$ cat src/rtl/tgp_pkg.sv
// Shared types, constants and helper functions for the trilinear grid prolongation block.
// Depends on nothing. Every other file imports it.
package tgp_pkg;

   // Defaults of the top-level parameters.
   localparam int DEF_COARSE_MAX   = 32;
   localparam int DEF_SAMPLE_WIDTH = 32;

   // Fixed field widths of the stream items.
   localparam int COORD_W  = 7;
   localparam int DIM_W    = 6;
   localparam int HI_W     = COORD_W + 1;
   localparam int FINE_W   = 32;
   localparam int CSR_IDX_W = 3;

   // Operation codes carried in the request tuser.
   localparam logic OP_LOAD  = 1'b0;
   localparam logic OP_QUERY = 1'b1;

   // Configuration register indexes.
   localparam logic [CSR_IDX_W-1:0] CSR_DIM_X = 3'd0;
   localparam logic [CSR_IDX_W-1:0] CSR_DIM_Y = 3'd1;
   localparam logic [CSR_IDX_W-1:0] CSR_DIM_Z = 3'd2;
   localparam logic [CSR_IDX_W-1:0] CSR_OFF_X = 3'd3;
   localparam logic [CSR_IDX_W-1:0] CSR_OFF_Y = 3'd4;
   localparam logic [CSR_IDX_W-1:0] CSR_OFF_Z = 3'd5;

   localparam logic [DIM_W-1:0] DIM_RESET = 6'd32;

   // Sequencer states.
   typedef enum logic [1:0] {
      S_IDLE,
      S_READ,
      S_DRAIN,
      S_FINISH
   } tgp_state_type;

   // Per-axis settings handed from the register file to the sequencer.
   // hi_* is the largest legal coarse index on that axis.
   typedef struct packed {
      logic [HI_W-1:0] hi_x;
      logic [HI_W-1:0] hi_y;
      logic [HI_W-1:0] hi_z;
      logic            off_x;
      logic            off_y;
      logic            off_z;
   } tgp_cfg_type;

   // Result of the per-axis coarse index pick.
   typedef struct packed {
      logic [COORD_W-1:0] base;
      logic               pair;
      logic               ok;
   } tgp_pick_type;

   // A fine index whose parity differs from the offset copies one coarse point;
   // otherwise it averages the base point and the next one.
   function automatic tgp_pick_type axis_pick(input logic [COORD_W-1:0] f,
                                              input logic off,
                                              input logic [HI_W-1:0] hi);
      tgp_pick_type p;
      logic [HI_W-1:0] t;
      t = {1'b0, f} + {{(HI_W-1){1'b0}}, ~off};
      if (f[0] != off) begin
         p.base = t[HI_W-1:1];
         p.pair = 1'b0;
         p.ok   = ({1'b0, t[HI_W-1:1]} <= hi);
      end else begin
         p.base = {1'b0, f[COORD_W-1:1]};
         p.pair = 1'b1;
         p.ok   = (({2'b0, f[COORD_W-1:1]} + HI_W'(1)) <= hi);
      end
      return p;
   endfunction

endpackage

$ cat src/rtl/tgp_seq.sv
// Query sequencer: per-axis pick, corner walk over the store, shared accumulator,
// final arithmetic shift and the result register. Depends on tgp_pkg.
module tgp_seq
   import tgp_pkg::*;
#(
   parameter int COARSE_MAX   = DEF_COARSE_MAX,
   parameter int SAMPLE_WIDTH = DEF_SAMPLE_WIDTH,
   parameter int ADDR_W       = 16
) (
   input  logic                    clock,
   input  logic                    reset,
   input  tgp_cfg_type             cfg,
   // Request side
   input  logic                    req_tvalid,
   output logic                    req_tready,
   input  logic                    req_op,
   input  logic [COORD_W-1:0]      req_x,
   input  logic [COORD_W-1:0]      req_y,
   input  logic [COORD_W-1:0]      req_z,
   // Store port
   output logic                    mem_we,
   output logic                    mem_re,
   output logic [ADDR_W-1:0]       mem_addr,
   input  logic [SAMPLE_WIDTH-1:0] mem_rdata,
   // Result side
   output logic                    rsp_tvalid,
   input  logic                    rsp_tready,
   output logic [FINE_W-1:0]       rsp_value,
   output logic                    rsp_oor
);

   localparam int SIDE  = COARSE_MAX + 2;
   localparam int ACC_W = SAMPLE_WIDTH + 3;
   localparam logic [ADDR_W-1:0] SIDE_A    = ADDR_W'(SIDE);
   localparam logic [ADDR_W-1:0] SIDE_SQ_A = ADDR_W'(SIDE * SIDE);
   localparam logic [COORD_W-1:0] SIDE_C   = COORD_W'(SIDE);

   tgp_state_type state_ff, state_in;

   logic [COORD_W-1:0] bx_ff, by_ff, bz_ff;
   logic               px_ff, py_ff, pz_ff;
   logic               ok_ff;
   logic               ci_ff, cj_ff, ck_ff, ci_in, cj_in, ck_in;
   logic               rd_valid_ff;
   logic signed [ACC_W-1:0] acc_ff, acc_in;
   logic               rsp_valid_ff, rsp_valid_in;
   logic [FINE_W-1:0]  rsp_value_ff, rsp_value_in;
   logic               rsp_oor_ff, rsp_oor_in;

   tgp_pick_type pick_x, pick_y, pick_z;
   logic         accept;
   logic         is_query;
   logic         in_store;
   logic         last_corner;
   logic         rsp_free;
   logic         finish_now;
   logic [COORD_W-1:0] ax, ay, az;
   logic [1:0]   shamt;
   logic signed [ACC_W-1:0] shifted;
   logic [ACC_W+FINE_W-1:0] shifted_ext;

   // Request decode and per-axis picks.
   assign accept   = req_tvalid && req_tready;
   assign is_query = (req_op == OP_QUERY);
   assign in_store = (req_x < SIDE_C) && (req_y < SIDE_C) && (req_z < SIDE_C);
   assign pick_x   = axis_pick(req_x, cfg.off_x, cfg.hi_x);
   assign pick_y   = axis_pick(req_y, cfg.off_y, cfg.hi_y);
   assign pick_z   = axis_pick(req_z, cfg.off_z, cfg.hi_z);

   assign last_corner = (ci_ff == px_ff) && (cj_ff == py_ff) && (ck_ff == pz_ff);
   assign rsp_free    = !rsp_valid_ff || rsp_tready;
   assign finish_now  = (state_ff == S_FINISH) && rsp_free;

   // Next state.
   always_comb begin
      state_in = state_ff;
      case (state_ff)
         S_IDLE: begin
            if (accept && is_query) begin
               state_in = (pick_x.ok && pick_y.ok && pick_z.ok) ? S_READ : S_FINISH;
            end
         end
         S_READ: begin
            if (last_corner) begin
               state_in = S_DRAIN;
            end
         end
         S_DRAIN: begin
            state_in = S_FINISH;
         end
         S_FINISH: begin
            if (rsp_free) begin
               state_in = S_IDLE;
            end
         end
         default: state_in = S_IDLE;
      endcase
   end

   // Control outputs.
   always_comb begin
      req_tready = (state_ff == S_IDLE);
      mem_re     = (state_ff == S_READ);
      mem_we     = accept && !is_query && in_store;
   end

   // Store address: the current corner while reading, the request coordinate otherwise.
   always_comb begin
      if (state_ff == S_READ) begin
         ax = bx_ff + COORD_W'(ci_ff);
         ay = by_ff + COORD_W'(cj_ff);
         az = bz_ff + COORD_W'(ck_ff);
      end else begin
         ax = req_x;
         ay = req_y;
         az = req_z;
      end
      mem_addr = ADDR_W'(ax) * SIDE_SQ_A + ADDR_W'(ay) * SIDE_A + ADDR_W'(az);
   end

   // Corner walk: z fastest, then y, then x, skipping axes that copy one point.
   always_comb begin
      ci_in = ci_ff;
      cj_in = cj_ff;
      ck_in = ck_ff;
      if (accept) begin
         ci_in = 1'b0;
         cj_in = 1'b0;
         ck_in = 1'b0;
      end else if (state_ff == S_READ) begin
         if (ck_ff != pz_ff) begin
            ck_in = 1'b1;
         end else begin
            ck_in = 1'b0;
            if (cj_ff != py_ff) begin
               cj_in = 1'b1;
            end else begin
               cj_in = 1'b0;
               ci_in = 1'b1;
            end
         end
      end
   end

   // Shared accumulator takes one stored value per cycle.
   always_comb begin
      acc_in = acc_ff;
      if (accept) begin
         acc_in = '0;
      end else if (rd_valid_ff) begin
         acc_in = acc_ff + ACC_W'(signed'(mem_rdata));
      end
   end

   // Weighting by 1/2 per averaged axis is an arithmetic shift of the sum.
   assign shamt       = 2'(px_ff) + 2'(py_ff) + 2'(pz_ff);
   assign shifted     = acc_ff >>> shamt;
   assign shifted_ext = {{FINE_W{shifted[ACC_W-1]}}, shifted};

   // Result register: cleared on a transfer, loaded when a query finishes.
   always_comb begin
      rsp_valid_in = rsp_valid_ff;
      rsp_value_in = rsp_value_ff;
      rsp_oor_in   = rsp_oor_ff;
      if (rsp_valid_ff && rsp_tready) begin
         rsp_valid_in = 1'b0;
      end
      if (finish_now) begin
         rsp_valid_in = 1'b1;
         rsp_oor_in   = !ok_ff;
         rsp_value_in = ok_ff ? shifted_ext[FINE_W-1:0] : '0;
      end
   end

   // Control registers.
   always_ff @(posedge clock) begin
      if (reset) begin
         state_ff     <= S_IDLE;
         rd_valid_ff  <= 1'b0;
         rsp_valid_ff <= 1'b0;
      end else begin
         state_ff     <= state_in;
         rd_valid_ff  <= (state_ff == S_READ);
         rsp_valid_ff <= rsp_valid_in;
      end
   end

   // Payload registers.
   always_ff @(posedge clock) begin
      if (accept && is_query) begin
         bx_ff <= pick_x.base;
         by_ff <= pick_y.base;
         bz_ff <= pick_z.base;
         px_ff <= pick_x.pair;
         py_ff <= pick_y.pair;
         pz_ff <= pick_z.pair;
         ok_ff <= pick_x.ok && pick_y.ok && pick_z.ok;
      end
      ci_ff        <= ci_in;
      cj_ff        <= cj_in;
      ck_ff        <= ck_in;
      acc_ff       <= acc_in;
      rsp_value_ff <= rsp_value_in;
      rsp_oor_ff   <= rsp_oor_in;
   end

   assign rsp_tvalid = rsp_valid_ff;
   assign rsp_value  = rsp_value_ff;
   assign rsp_oor    = rsp_oor_ff;

   // A read result only follows a cycle spent issuing reads.
   a_rd_after_read: assert property (@(posedge clock) disable iff (reset)
      rd_valid_ff |-> $past(state_ff == S_READ))
      else $error("store data arrived without a read");

   // The store is never written while a query walks its corners.
   a_no_write_in_walk: assert property (@(posedge clock) disable iff (reset)
      mem_we |-> (state_ff == S_IDLE))
      else $error("store write during a query");

   // The corner counters never step along an axis that copies a single point.
   a_corner_bounds: assert property (@(posedge clock) disable iff (reset)
      (state_ff == S_READ) |-> ((ci_ff && !px_ff) == 1'b0 && (cj_ff && !py_ff) == 1'b0
                                && (ck_ff && !pz_ff) == 1'b0))
      else $error("corner walk left the interpolation cell");

   // An out-of-range result always carries a zero value.
   a_oor_zero: assert property (@(posedge clock) disable iff (reset)
      (rsp_valid_ff && rsp_oor_ff) |-> (rsp_value_ff == '0))
      else $error("out-of-range result with nonzero value");

endmodule

$ cat config.mk
export PLATFORM = sky130hd
export DESIGN_NAME = tgp_seq
export DESIGN_NICKNAME = d
export VERILOG_FILES = /design/src/rtl/tgp_pkg.sv /design/src/rtl/tgp_seq.sv
export SDC_FILE = /design/constraint.sdc
export NUM_CORES = 1
export LEC_CHECK = 0
export BUFFER_PORTS_ARGS = -buffer_cell sky130_fd_sc_hd__buf_2
export CAP_MARGIN = 20
export CORE_MARGIN = 4
export CORE_UTILIZATION = 50
export CTS_CLUSTER_DIAMETER = 60
export DETAILED_ROUTE_END_ITERATION = 7
export GPL_TIMING_DRIVEN = 0
export PLACE_DENSITY = 0.82
export SLEW_MARGIN = 30
export SYNTH_ARGS = -nofsm -noshare
export SYNTH_HDL_FRONTEND = slang
export SYNTH_SLANG_ARGS = --single-unit
$ cat constraint.sdc
create_clock -name clock -period 6 [get_ports clock]
set_input_delay 1.2 -clock clock [delete_from_list [all_inputs] [get_ports clock]]
set_output_delay 1.2 -clock clock [all_outputs]
set_load 0.05 [all_outputs]
==> reports/results.txt <==
maximum clock rate -> 0.173 GHz
clock insertion delay at the later pin of the skew report -> 0.36 ns
vias post-DR -> 8330
Syn-to-layout area delta -> 16.2%
area of the die -> 0.0221 mm²
largest net degree at the start of global routing -> 26
sequential fraction of the synthesis area -> 0.261
synthesized area per cell -> 9.32 µm²
buffers from clock root to sink, at most -> 2
Core Footprint -> 0.0195 mm²
initial antenna violation count -> 0
Synth async-reset ratio -> 0
worst setup path endpoint -> mem_addr[13]
count of distinct cell types in the synthesized netlist -> 70
Primary FF master, synth -> edfxtp_1
global route total overflow -> 0
post-synthesis register bit count -> 100
Setup crit start -> by_ff[0]
final setup margin -> 0.216 ns
Worst Hold Slack -> 0.526 ns
share of Yosys cell area claimed by the top area cell type -> 0.176
final core utilization -> 0.590
standard-cell rows -> 51
aggregate global-route resource usage -> 0.213
worst path required time -> 4.80 ns
endpoint of the worst register-to-register path -> acc_ff[24]
clock-pin slew on the worst setup and hold paths -> 0.07 ns
element type at the critical path end -> output pin
final weighted congestion in routability-driven placement -> 0.944
nets in the synthesized netlist -> 1294
wire length of the first global-routing pass -> 38500 µm
CTS sink count -> 100
time the final worst path needs with I/O delays and setup -> 5.78 ns
First DRT Iteration DRCs -> 540
worst slack at placement -> -0.557 ns
number of buffers inserted during clock tree synthesis -> 9
clock skew -> 0.0108 ns
cell type with the largest total area after synthesis -> edfxtp_1
run status -> completed
number of detailed-routing iterations run before antenna repair -> 5
number of input and output port buffers inserted -> 125
Residual DRC -> 0
vertical extent of the die -> 149 µm
WP data arrival -> 4.58 ns
dpl cells -> 1452
average wire length per cell after detail routing -> 16.2 µm
maximum net fanout on the critical path -> 3
number of antenna-violating nets in the routed design -> 0
launch instance of the worst min-delay path -> ci_ff
cell at the root of the clock tree -> clkbuf_16
via/cell ratio -> 5.64
Final Max Tran Viols -> 0
fraction of final layout cells with drive strength greater than 1 -> 0.211
worst r2r src -> acc_ff[0]
final standard cell count with taps included and fillers excluded -> 1477
Tightest Pin Transition -> 0.892 ns
number of warnings issued by yosys -> 0
Critical Path Start Type -> flip-flop
worst setup path category -> reg2out
number of max-capacitance violations reported -> 0
part of the cycle the worst path needs -> 0.964
total half-perimeter wirelength after legalization and detailed placement -> 18900 µm
class of the worst hold path -> reg2reg
number of flops mapped to enable cells by yosys -> 58
wire length after detailed routing -> 23900 µm
effective utilization at floorplan -> 0.508
horizontal die dimension -> 149 µm
Setup-failing EPs final -> 0
relative slew slack -> 0.400
area of the mapped netlist -> 0.00988 mm²
CTS H-tree depth -> 3
most area-consuming cells after synthesis -> edfxtp_1 (18%), ha_1 (17%), dfxtp_1 (8.5%), mux4_2 (7.3%), xnor2_1 (5.8%)
nets -> 1439
total count of hold-check failures in the final report -> 0
Cells after Synth -> 1061
vias in the first global route -> 7991
I/O pin count -> 138
TritonCTS clock tree -> yes
worst reg2reg setup slack -> 2.95 ns
depth of the worst register-to-register path -> 13
[logic make-up after synthesis]
kind of cell / after synthesis / synth area share
simple gates: 326 / 0.167
compound gates: 198 / 0.126
fa+ha+maj: 148 / 0.195
buf+inv: 120 / 0.0529
xor+xnor: 112 / 0.0992
flops: 100 / 0.261
mux: 57 / 0.0986
[critical path, stage by stage (launching register included)]
cell and delay [ns]:
edfxtp_1 0.37, ha_1 0.22, ha_1 0.21, and3_1 0.23, nand3_2 0.11, xor2_2 0.20
a21oi_2 0.11, ha_1 0.31, inv_1 0.06, fa_2 0.55, inv_1 0.05, ha_1 0.31
ha_4 0.26, inv_1 0.04, o21ai_0 0.08, a21oi_1 0.17, nand2b_1 0.15, a21boi_2 0.09
o41ai_2 0.37, xnor2_2 0.16, buf_6 0.18
[cells in the mapped netlist (3+ instances only)]
cell type / n
ha_1: 138
nor2_1: 101
inv_1: 72
a21oi_1: 68
xnor2_1: 65
edfxtp_1: 58
nand2_1: 56
xor2_1: 47
o21ai_0: 44
dfxtp_1: 42
and2_1: 38
nand3_1: 34
clkbuf_1: 32
mux4_2: 32
a21o_1: 22
mux2i_1: 22
nor2b_1: 18
nand4_1: 15
nor3_1: 14
fa_1: 10
o21a_1: 10
nand2b_1: 8
a21boi_0: 6
a31oi_1: 6
o22ai_1: 6
and3_1: 5
buf_1: 5
nand3b_1: 5
nand4b_1: 5
nor4b_1: 5
buf_6: 4
nor3b_1: 4
or3_1: 4
a211oi_1: 3
and3_2: 3
clkbuf_8: 3
mux2_2: 3
nor4_1: 3
o21ai_1: 3
o221ai_1: 3
o31ai_1: 3
or4b_2: 3
[area by class of cell]
type / count / area [µm²]
multi-input cells: 841 / 6990
flip-flops and latches: 100 / 2580
clock buffers: 10 / 229
well taps: 265 / 332
inverters: 72 / 270
fillers: 1626 / 7970
diodes: 1 / 2.50
clock inverters: 6 / 63.8
plain buffers: 47 / 273
repair buffers: 135 / 742
[registers in the layout (all words and copies together), names as in the netlist, 2 cells and up]
register,cells
by_ff,7
bz_ff,7
bx_ff,7
acc_ff,35
rsp_value,32
state_ff,2
[repair_timing]
action                                  CTS  global route
pin swaps                                 3             8
buffers inserted                          1             8
hold buffers                              0             0
endpoints found under the setup margin    8             6
gates resized for setup                  30            33
[per-stage QoR]
step	setup TNS [ns]	area (µm²)
4_1_cts	0	11300
6_report	0	11500
2_1_floorplan	0	9920
3_5_place_dp	-2.47	10900
3_3_place_gp	-1.45	10900
5_1_grt	-0.174	11500
[layer usage]
layer | GRT usage | wire length (µm)
met1 | 0.278 | 10300
met2 | 0.352 | 11200
met3 | 0.0320 | 1400
met4 | 0.0924 | 979
met5 | 0 | 0
[layout by cell type (no fill, tap or decap), drive strengths merged, types with 34 or more instances in the layout]
cell    count
buf       145
ha        138
nor2      101
inv        73
a21oi      70
xnor2      65
edfxtp     58
nand2      56
xor2       47
o21ai      47
clkbuf     46
dfxtp      42
and2       39
nand3      34
[worst min path at each step]
stage | cells past startpoint | slack (ns) | end
final | 2 | 0.53 | ci_ff
after global routing | 2 | 0.56 | ci_ff
after CTS | 2 | 0.53 | acc_ff[1]
after detailed placement | 2 | 0.53 | acc_ff[1]
after global placement | 2 | 0.51 | acc_ff[1]
after floorplan | 2 | 0.48 | acc_ff[23]
Power is not shown: default switching activity piles up to over one toggle a cycle in this logic, so the estimate is an artifact.
